==> config.mk <==
export PLATFORM = sky130hd
export DESIGN_NAME = v3a_sqrt_cell
export DESIGN_NICKNAME = d
export VERILOG_FILES = /design/src/hdl/v3a_pkg.sv /design/src/hdl/v3a_sqrt_cell.sv
export SDC_FILE = /design/constraint.sdc
export NUM_CORES = 1
export LEC_CHECK = 0
export BUFFER_PORTS_ARGS = -buffer_cell sky130_fd_sc_hd__clkbuf_2
export CAP_MARGIN = 5
export CORE_MARGIN = 1.5
export CORE_UTILIZATION = 50
export CTS_CLUSTER_SIZE = 16
export DETAILED_ROUTE_END_ITERATION = 16
export GPL_TIMING_DRIVEN = 0
export PLACE_DENSITY_LB_ADDON = 0.08
export SLEW_MARGIN = 20
export SYNTH_ARGS = -nofsm -noshare
export SYNTH_HDL_FRONTEND = slang
export SYNTH_SLANG_ARGS = --single-unit
export TNS_END_PERCENT = 30
==> constraint.sdc <==
create_clock -name clk -period 7.2 [get_ports clk]
set_input_delay 0.36 -clock clk [delete_from_list [all_inputs] [get_ports clk]]
set_output_delay 0.36 -clock clk [all_outputs]
set_load 0.05 [all_outputs]
==> src/hdl/v3a_pkg.sv <==
// v3a_pkg: shared types and constants of the 3-D vector ALU.
// Used by every file under hdl; depends on nothing.
`timescale 1ns / 1ps

package v3a_pkg;

    localparam int COMPONENT_WIDTH_DEF = 16;
    localparam int FRACTION_BITS_DEF   = 12;
    localparam int SCALAR_WIDTH        = 32;
    localparam int OP_WIDTH            = 3;

    typedef enum logic [OP_WIDTH-1:0] {
        OP_ADD       = 3'd0,
        OP_SUB       = 3'd1,
        OP_CROSS     = 3'd2,
        OP_DOT       = 3'd3,
        OP_SCALE     = 3'd4,
        OP_LENGTH    = 3'd5,
        OP_NORMALIZE = 3'd6,
        OP_NEGATE    = 3'd7
    } op_t;

endpackage

==> src/hdl/v3a_sqrt_cell.sv <==
// v3a_sqrt_cell: one root bit of the digit-by-digit integer square root.
// Chained CW times; carries an opaque sideband. Depends on v3a_pkg.
`timescale 1ns / 1ps

module v3a_sqrt_cell #(
    parameter int CW     = v3a_pkg::COMPONENT_WIDTH_DEF,
    parameter int SIDE_W = 8
) (
    input  logic              clk,
    input  logic              rst_n,
    input  logic              in_valid,
    output logic              in_ready,
    input  logic [SIDE_W-1:0] in_side,
    input  logic [2*CW-1:0]   in_rad,
    input  logic [CW:0]       in_rem,
    input  logic [CW-1:0]     in_root,
    output logic              out_valid,
    input  logic              out_ready,
    output logic [SIDE_W-1:0] out_side,
    output logic [2*CW-1:0]   out_rad,
    output logic [CW:0]       out_rem,
    output logic [CW-1:0]     out_root
);
    import v3a_pkg::*;

    logic              valid_reg;
    logic [SIDE_W-1:0] side_reg;
    logic [2*CW-1:0]   rad_reg;
    logic [2*CW-1:0]   rad_next;
    logic [CW:0]       rem_reg;
    logic [CW:0]       rem_next;
    logic [CW-1:0]     root_reg;
    logic [CW-1:0]     root_next;
    logic [CW+2:0]     cur;
    logic [CW+2:0]     trial;
    logic [CW+2:0]     diff;

    assign in_ready  = !valid_reg || out_ready;
    assign out_valid = valid_reg;
    assign out_side  = side_reg;
    assign out_rad   = rad_reg;
    assign out_rem   = rem_reg;
    assign out_root  = root_reg;

    always_comb
    begin
        // bring down the next two radicand bits, try root*4+1
        cur      = {in_rem, in_rad[2*CW-1 -: 2]};
        trial    = {1'b0, in_root, 2'b01};
        diff     = cur - trial;
        rad_next = {in_rad[2*CW-3:0], 2'b00};
        if (cur >= trial)
        begin
            rem_next  = diff[CW:0];
            root_next = {in_root[CW-2:0], 1'b1};
        end
        else
        begin
            rem_next  = cur[CW:0];
            root_next = {in_root[CW-2:0], 1'b0};
        end
    end

    always_ff @(posedge clk or negedge rst_n)
    begin
        if (!rst_n)
        begin
            valid_reg <= 1'b0;
        end
        else if (in_ready)
        begin
            valid_reg <= in_valid;
        end
    end

    always_ff @(posedge clk)
    begin
        if (in_valid && in_ready)
        begin
            side_reg <= in_side;
            rad_reg  <= rad_next;
            rem_reg  <= rem_next;
            root_reg <= root_next;
        end
    end

endmodule

---- After elaboration in Yosys (flattened, before gate mapping) ----
Cells that the tools add are included.
Widths: inputs -> output; s select.
word-level totals
  register bits after elaboration ......... 72
  logic and storage cells ................. 12
cells by class
  add/sub/neg operators ................... 1
  $lt $le $gt $ge ......................... 1
  muxes and demuxes ....................... 2
  reduce and logical (&&, ||, !) cells .... 3
operators with widths
  kind               number
  $ge 19x18->1       1
  $mux 17            1
  $sub 17x17->17     1
  $logic_and 1x1->1  1
  $logic_not 1->1    1
  $logic_or 1x1->1   1
  $mux 1             1

---- Depth between registers and ports, before layout ----
Gate-level depths: netlist of the first run.
  depth after elaboration ................. 3
  mapped depth ............................ 9

---- Worst setup path after synthesis of the first run ----
No wires, ideal clock.
  path type ............................... reg2reg
  start ................................... reg valid_reg, in the netlist out_valid
  end ..................................... reg rad_reg[10], in the netlist out_rad[10], enable pin
  data arrival time ....................... 2807 ps
  required time ........................... 6763 ps
  path slack .............................. 3957 ps
  stages on the path, launching flop included .. 3
  cell sequence ........................... dfrtp_1 -> nand2b_1 -> and2_1
between the ends
  word-level cells in the longest chain between the ends .. 3
RTL lines
  element                 line                 RTL
  start, declared         v3a_sqrt_cell.sv:26  logic valid_reg;
  start signal, assigned  v3a_sqrt_cell.sv:72  valid_reg <= in_valid;
  $logic_not 1->1         v3a_sqrt_cell.sv:38  assign in_ready = !valid_reg || out_ready;
  $logic_or 1x1->1        v3a_sqrt_cell.sv:38
  net in_ready            v3a_sqrt_cell.sv:12  output logic in_ready,
  $logic_and 1x1->1       v3a_sqrt_cell.sv:78  if (in_valid && in_ready)
  end signal, assigned    v3a_sqrt_cell.sv:81  rad_reg <= rad_next;
  end, declared           v3a_sqrt_cell.sv:28  logic [2*CW-1:0] rad_reg;
The timed path passes the listed nets, and every way through them passes these cells.
A chain may end at the register's enable or synchronous reset.

---- Worst setup path in the final report of the first run ----
  start ................................... in in_root[8]
  end ..................................... reg rem_reg[11], in the netlist out_rem[11], data pin
between the ends
  word-level cells in the longest chain between the ends .. 2
RTL lines
  element                                         line                                      RTL
  start, declared                                 v3a_sqrt_cell.sv:16                       input logic [CW-1:0] in_root,
  $sub 17x17->17 or $ge 19x18->1 (tied branches)  v3a_sqrt_cell.sv:50, v3a_sqrt_cell.sv:52
  $mux 17 (*)                                     v3a_sqrt_cell.sv:52                       if (cur >= trial)
  net rem_next[11]                                v3a_sqrt_cell.sv:31                       logic [CW:0] rem_next;
  end signal, assigned                            v3a_sqrt_cell.sv:82                       rem_reg <= rem_next;
  end, declared                                   v3a_sqrt_cell.sv:30                       logic [CW:0] rem_reg;
Mark *: on every way through the listed nets, which the timed path passes. The rest lies on a longest branch.

==> results of run 1 <==
## placed cells by master, fill, tap and decap left out, types with 4 or more instances in the layout
| cell type | count |
|---|---|
| ha_1 | 18 |
| a21o_1 | 4 |
| o21ai_0 | 7 |
| clkbuf_8 | 10 |
| edfxtp_1 | 71 |
| a21oi_1 | 14 |
| mux2_2 | 9 |
| xor2_1 | 6 |
| inv_1 | 21 |
| nand2_1 | 6 |
| nor2_1 | 10 |
| clkbuf_2 | 149 |
| xnor2_1 | 8 |
| mux2_4 | 6 |
## synth_stat cells (2+ instances only)
library cell	n
and3_1	2
xnor2_1	8
nor2_1	10
mux2_4	6
a21o_1	4
or3_1	3
inv_1	21
a211oi_1	3
o21a_1	2
ha_1	18
nand2_1	6
mux2_2	9
o211ai_1	2
edfxtp_1	71
nand4_1	2
a21oi_1	14
a311o_1	2
and2_1	3
o21bai_1	2
buf_4	2
nand2b_1	3
mux2i_1	2
o21ai_0	7
xor2_1	6
## critical path, cell delays in order
cell      delay [ns]
clkbuf_2        0.09
inv_1           0.04
ha_1            0.36
a21oi_2         0.19
o21ai_1         0.11
a311o_1         0.36
a21o_1          0.22
a21boi_4        0.35
buf_12          0.20
mux2_4          0.30
## layout make-up
type / instances / area, um2
clock buffer: 11 / 141
fill: 491 / 1950
sequential: 72 / 2160
timing repair buffer: 151 / 783
clock inverter: 5 / 81.3
buffer: 3 / 35.0
inverter: 21 / 78.8
multi-input combinational: 131 / 1060
tap: 77 / 96.3
## state kept, by name (all words and copies together), names as in the netlist
signal     count
out_root      16
out_rem       17
out_rad       30
out_valid      1
out_side       8
## what timing repair did
item | CTS | global route
endpoints found under the hold margin | 1 | 0
hold buffers | 1 | 0
buffers inserted | 0 | 0
## how the worst max path moves through the flow
stage               start     endpoint  slack [ns]  depth (start not counted)
2_1_floorplan   out_valid  out_rad[10]        3.96                          2
5_1_grt        in_root[4]  out_rem[12]        4.58                         10
3_5_place_dp   in_root[8]  out_rem[11]        4.35                         10
4_1_cts        in_root[8]  out_rem[11]        4.70                         10
3_3_place_gp    out_ready   out_rem[2]        3.91                          3
6_report       in_root[8]  out_rem[11]        4.69                         10
## logic make-up after synthesis
family,Yosys count
buf+inv,24
other cells,1
xor+xnor,14
fa+ha+maj,18
simple gates,34
flops,72
compound gates,46
mux,17
## metal layers
layer,global-route usage,part of all wire
met3,0.0374,0.066
met2,0.310,0.49
met4,0.0909,0.017
met5,0,0
met1,0.241,0.43
## power by group through the flow
stage	clock [mW]	sequential, mW	combinational, mW
after floorplan	0	0.612	0.104
after global placement	0	0.516	0.263
after detailed placement	0	0.514	0.269
after CTS	0.361	0.505	0.271
after global routing	0.377	0.506	0.287
final	0.351	0.504	0.269
==> results_dict.tcl, run 1 <==
set metrics [dict create \
    cts-resized-gates 0 \
    synthAdderAreaFrac 0.0677 \
    grt_start_max_net_pins 51 \
    antenna_found_initial 0 \
    nets 484 \
    fin_total_pwr_mw 1.12 \
    cts_tree "yes" \
    io_buffers 149 \
    synth_area_leader_cell "edfxtp_1" \
    crit_arrival_ns 2.58 \
    maxSlewViolCount 0 \
    finalCriticalPeriod_ns 2.51 \
    htreeDepth 3 \
    area_growth_pct 33.3 \
    p_sw_frac 0.295 \
    synth_edf_count 71 \
    layout.cells.non_filler 471 \
    syn-mean-instance-area_um2 14.7 \
    die_w_um 84.5 \
    min_from "in_rad[17]" \
    drt_iter0_drc 131 \
    synth-compound-area-share 0.0952 \
    io_pins 152 \
    finalWirelength_mm 6.86 \
    clockPowerShare 0.312 \
    startpoint_type "primary input" \
    wl_per_cell_um 14.6 \
    n_antenna_cell 0 \
    leakage_nw 2.03 \
    p_switching_mw 0.331 \
    timing.rr.start "out_valid" \
    worstPathRequired_ns 7.28 \
    yosys_warnings 0 \
    clk_pin_slew_worst_paths_ns 0.08 \
    setup_slack_ns 4.69 \
    muxShareOfSynthArea 0.0636 \
    grt_pass1_wl_mm 10.4 \
    core_area_mm2 0.00639 \
    fmax_ghz 0.399 \
    vdd_drop_max_mv 0.177 \
    placed_cells 454 \
    hold_class "in2reg" \
    start_util 0.521 \
    dpl_worst_slack_ns 4.35 \
    r2r_setup_slack_ns 5.69 \
    num_rows 29 \
    synthCells 226 \
    crit_fanout 10 \
    clock_latency_ns 0.33 \
    grt_usage 0.189 \
    design_area_mm2 0.00443 \
    synth_top_cell_area_share 0.641 \
    rsz0062_at_grt "no" \
    fin_crit_sh 0.348 \
    grt_overflow 0 \
    run_status "finished, final reports clean" \
    p_int_mw 0.793 \
    r2r_end "out_root[1]" \
    synth_xor_area_frac 0.0369 \
    drv_cap 0 \
    synth-simple-area-share 0.0523 \
    route.vias.total 2368 \
    cts.sinks 72 \
    hold_path_end "out_rad[19]" \
    hold_viol_final 0 \
    drcViolationCount 0 \
    async_flop_share 0.0139 \
    drtPass1Iterations 4 \
    setup_tns_ns 0 \
    r2r_cells 3 \
    setup_violations 0 \
    synth_ff_type "edfxtp_1" \
    hpwl_mm 5.18 \
    fp.dieH_um 84.5 \
    seqPwrFrac 0.449 \
    ant_nets 0 \
    layout-drive-gt1-share 0.475 \
    yosysUniqueCellTypes 42 \
    path_class "in2reg" \
    min_path_cells 1 \
    combPwrFrac 0.239 \
    fin_util 0.694 \
    synthTopCellsByArea "edfxtp_1 64%, ha_1 6.8%, mux2_2 3.0%, mux2_4 2.7%, inv_1 2.4%" \
    ys_seq_elements 72 \
    die_area_mm2 0.00715 \
    place.gp.congestion 0.836 \
    placed_area_mm2 0.00420 \
    grt_pass1_vias 2108 \
    holdWs_ns 0.197 \
    clock-root-buffer "clkbuf_8" \
    p_per_area_mw_per_mm2 254 \
    synth_seq_area_share 0.649 \
    cts_buffers 9 \
    slew_headroom 0.616 \
    crit_path_end_kind "flip-flop" \
    fin_worst_skew_ns 0.00638 \
    synth_top_family_by_area "compound AO/OA/AOI/OAI gates" \
    viasPerCell 5.03 \
    syn-cell-area_mm2 0.00332 \
    worst_slew_pin_slew_ns 0.569 \
    clockBufferDepth 2 \
]
Power figures use the tool's default switching activity.
==> inputs of run 2 (changes only) <==
- CORE_UTILIZATION: 50 -> 42
- clock period: 7.2 -> 2.15 ns (I/O delays scaled with it)
==> results_dict.tcl, run 2 (same netlist as run 1, synthesis figures left out) <==
set metrics [dict create \
    p_sw_frac 0.291 \
    cts.sinks 72 \
    area_growth_pct 51.3 \
    route.vias.total 2595 \
    crit_arrival_ns 2.12 \
    crit_path_max_incr_delay_ns 0.37 \
    clockBufferDepth 2 \
    layout-drive-gt1-share 0.430 \
    crit_fanout 6 \
    num_rows 32 \
    fin_worst_skew_ns 0.00820 \
    hold_viol_final 0 \
    seqPwrFrac 0.426 \
    drtPass1Iterations 4 \
    multi_input_area_mm2 0.00108 \
    hold_class "in2async" \
    clk_pin_slew_worst_paths_ns 0.08 \
    grt_pass1_wl_mm 12.2 \
    nets 539 \
    setup_violations 0 \
    r2r_cells 2 \
    cts_buffers 9 \
    fmax_ghz 0.494 \
    drv_cap 0 \
    rsz0062_at_grt "no" \
    path_cells "clkbuf_2 > inv_1 > ha_2 > a21oi_2 > o21ai_1 > a311o_1 > a21o_1 > a21boi_4 > buf_4 > mux2_2" \
    grt_usage 0.186 \
    clock_latency_ns 0.33 \
    die_area_mm2 0.00846 \
    ff_latch_area_mm2 0.00216 \
    antenna_found_initial 0 \
    io_pins 152 \
    cts_tree "yes" \
    finalWirelength_mm 7.65 \
    slew_headroom 0.406 \
    fin_total_pwr_mw 3.97 \
    crit_path_end_kind "flip-flop" \
    startpoint_type "primary input" \
    vdd_drop_max_mv 0.312 \
    fill_cells 635 \
    timing.rr.start "out_valid" \
    place.gp.congestion 0.829 \
    viasPerCell 4.71 \
    drcViolationCount 0 \
    cpMaxStageDelayCell "a311o_1" \
    grt_pass1_vias 2580 \
    io_buffers 149 \
    wl_per_cell_um 13.9 \
    p_int_mw 2.82 \
    worstPathRequired_ns 2.24 \
    hpwl_mm 5.18 \
    p_per_area_mw_per_mm2 790 \
    grt_overflow 0 \
    p_switching_mw 1.16 \
    clockPowerShare 0.325 \
    setup_tns_ns 0 \
    maxSlewViolCount 0 \
    leakage_nw 2.26 \
    die_w_um 92.0 \
    final_cell_mix "149 x clkbuf_2, 71 x edfxtp_1, 55 x dlygate4sd3_1" \
    n_antenna_cell 0 \
    combPwrFrac 0.249 \
    fp.dieH_um 92.0 \
    start_util 0.432 \
    ant_nets 0 \
    htreeDepth 3 \
    run_status "finished, final reports clean" \
    holdWs_ns 0.0743 \
    grt_start_max_net_pins 72 \
    mostFrequentLayoutCell "clkbuf_2" \
    worst_slew_pin_slew_ns 0.891 \
    largest_reg_flops 30 \
    startpoint "in_root[8]" \
    clock-root-buffer "clkbuf_8" \
    core_area_mm2 0.00769 \
    path_class "in2reg" \
    finalCriticalPeriod_ns 2.03 \
    fin_crit_sh 0.942 \
    drt_iter0_drc 108 \
]
run 2: cell count changes in the layout (fill, tap and decap cells not counted), moves of 2 or more:
cell / delta
buf_4: +2
ha_2: +2
a21oi_2: +2
ha_1: -2
a21oi_1: -2
inv_6: +2
dlygate4sd3_1: +54
run 2: worst max-delay path, delay by kind of cell:
| kind | cells | cell delay [ns] |
|---|---|---|
| AOI/OAI and AO/OA | 5 | 1.05 |
| muxes | 1 | 0.33 |
| buffers and inverters | 3 | 0.32 |
| adders and majority gates | 1 | 0.30 |
run 2: final timing paths:
path	to	slack, ns
min in group clk	out_valid	0.08
worst max register to register	out_root[10]	0.49
worst max-delay path	out_rem[5]	0.12
max in group asynchronous	out_valid	1.99
worst min register to register	out_valid	0.56
worst min-delay path	out_valid	0.07
run 2: per-stage QoR:
stage / worst slack [ns] / util / std cells / cell area (um2)
after floorplan: -0.104 / - / 227 / 3330
after CTS: 0.0387 / 0.652 / 551 / 5010
after global routing: 0.0198 / 0.654 / 551 / 5030
final: 0.124 / 0.654 / 551 / 5030
after global placement: -0.501 / 0.547 / 478 / 4200
after detailed placement: -0.507 / 0.547 / 478 / 4200
run 2: layout make-up:
| type | instances | share of cell area |
|---|---|---|
| inverter | 21 | 0.0157 |
| clock buffer | 10 | 0.0254 |
| clock inverter | 6 | 0.0229 |
| multi-input combinational | 131 | 0.214 |
| tap | 102 | 0.0254 |
| timing repair buffer | 206 | 0.261 |
| buffer | 3 | 0.00697 |
| sequential | 72 | 0.429 |
run 2: power by group through the flow:
stage / Clock (mW) / Combinational (mW) / Sequential [mW]
6_report: 1.29 / 0.989 / 1.69
5_1_grt: 1.37 / 1.06 / 1.70
4_1_cts: 1.32 / 0.986 / 1.69
3_5_place_dp: 0 / 0.898 / 1.72
3_3_place_gp: 0 / 0.890 / 1.72
2_1_floorplan: 0 / 0.349 / 2.05
run 2: routing by layer:
metal | global-route usage | vias to the layer above | part of all wire
li1 | - | 1281 | -
met1 | 0.226 | 1198 | 0.42
met2 | 0.314 | 109 | 0.47
met3 | 0.0489 | 7 | 0.088
met4 | 0.0731 | 0 | 0.013
met5 | 0 | - | 0
run 2: what timing repair did:
| item | CTS | global route |
|---|---|---|
| pin swaps | 1 | 0 |
| hold buffers | 55 | 0 |
| resized for setup | 0 | 6 |
| endpoints found under the hold margin | 55 | 0 |
| setup buffers | 2 | 0 |
| endpoints found under the setup margin | 12 | 13 |
==> inputs of run 3 (changes only) <==
- GPL_TIMING_DRIVEN: 0 -> unset
==> results_dict.tcl, run 3 (same netlist as run 1, synthesis figures left out) <==
set metrics [dict create \
    crit_arrival_ns 2.10 \
    io_buffers 149 \
    antenna_found_initial 0 \
    num_rows 32 \
    grt_pass1_vias 2695 \
    cts_buffers 9 \
    io_pins 152 \
    cts_tree "yes" \
    nets 577 \
    setup_violations 0 \
    drcViolationCount 0 \
    cts.sinks 72 \
    clock_latency_ns 0.34 \
    crit_fanout 7 \
    startpoint_type "primary input" \
    finalCriticalPeriod_ns 2.02 \
    finalWirelength_mm 7.91 \
    wl_per_cell_um 13.4 \
    grt_pass1_wl_mm 12.9 \
    hpwl_mm 5.48 \
    clock-root-buffer "clkbuf_8" \
    hold_class "in2async" \
    crit_path_end_kind "flip-flop" \
    vdd_drop_max_mv 0.296 \
    core_area_mm2 0.00769 \
    ant_nets 0 \
    grt_usage 0.199 \
    fin_total_pwr_mw 3.96 \
    fmax_ghz 0.496 \
    worstPathRequired_ns 2.24 \
    p_per_area_mw_per_mm2 750 \
    fin_worst_skew_ns 0.00771 \
    drt_iter0_drc 51 \
    viasPerCell 4.66 \
    rsz0062_at_grt "no" \
    place.gp.congestion 0.819 \
    start_util 0.432 \
    hold_viol_final 0 \
    clockBufferDepth 2 \
    path_class "in2reg" \
    n_antenna_cell 0 \
    leakage_nw 2.44 \
    area_growth_pct 58.9 \
    final_cell_mix "149 x clkbuf_2, 71 x edfxtp_1, 55 x dlygate4sd3_1" \
    maxSlewViolCount 0 \
    holdWs_ns 0.0692 \
    clk_pin_slew_worst_paths_ns 0.08 \
    htreeDepth 3 \
    grt_overflow 0 \
    fp.dieH_um 92.0 \
    layout-drive-gt1-share 0.466 \
    die_w_um 92.0 \
    drv_cap 0 \
    mostFrequentLayoutCell "clkbuf_2" \
    drtPass1Iterations 4 \
    run_status "finished, final reports clean" \
    grt_start_max_net_pins 41 \
    die_area_mm2 0.00846 \
    fin_crit_sh 0.937 \
    largest_reg_flops 30 \
    route.vias.total 2743 \
]
## run 3: layout make-up
type,count,area (um2)
multi-input combinational,131,1060
fill,619,2400
inverter,21,78.8
sequential,72,2160
clock buffer,10,138
tap,102,128
clock inverter,6,90.1
timing repair buffer,247,1630
## run 3: repair_timing
item / 4_1_cts / 5_1_grt
gates resized for setup: 0 / 1
endpoints found under the hold margin: 55 / 0
hold buffers: 55 / 0
buffers inserted: 0 / 0
endpoints found under the setup margin: 0 / 1
## run 3: worst paths after layout
check,startpoint,to,slack (ns),depth (start not counted)
setup / recovery,in_root[8],out_rem[11],0.13,10
hold / removal,rst_n,out_valid,0.07,2
setup reg to reg,out_valid,out_rad[3],0.78,3
hold reg to reg,out_valid,out_valid,0.56,2
max in group asynchronous,rst_n,out_valid,2.00,2
min in group clk,in_rem[11],out_rem[13],0.09,2
## run 3: critical path, cell delays in order
cell	delay [ns]
clkbuf_2	0.08
inv_1	0.04
ha_1	0.33
a21oi_2	0.17
o21ai_1	0.11
a311o_1	0.37
a21o_1	0.20
a21boi_4	0.18
buf_4	0.21
mux2_4	0.31
## run 3: metal layers
metal  global-route usage  part of all wire  vias up
met4               0.0538             0.010        0
li1                     -                 -     1359
met1                0.249              0.43     1261
met3               0.0605             0.079        8
met5                    0                 0        -
met2                0.333              0.48      115
## run 3: power by group
group / internal [mW] / total (mW) / leakage, nW / switching [mW]
combinational: 0.432 / 1.06 / 1.64 / 0.633
sequential: 1.67 / 1.69 / 0.686 / 0.0234
clock: 0.691 / 1.20 / 0.113 / 0.514
## run 3: through the flow
step	instances	worst slack, ns	TNS (ns)	util	area, um2
6_report	589	0.135	0	0.687	5280
3_5_place_dp	518	-0.220	-2.83	0.586	4500
4_1_cts	589	0.149	0	0.687	5280
5_1_grt	589	0.0543	0	0.687	5280
2_1_floorplan	227	-0.104	-0.624	-	3330
3_3_place_gp	518	-0.191	-2.41	0.586	4500
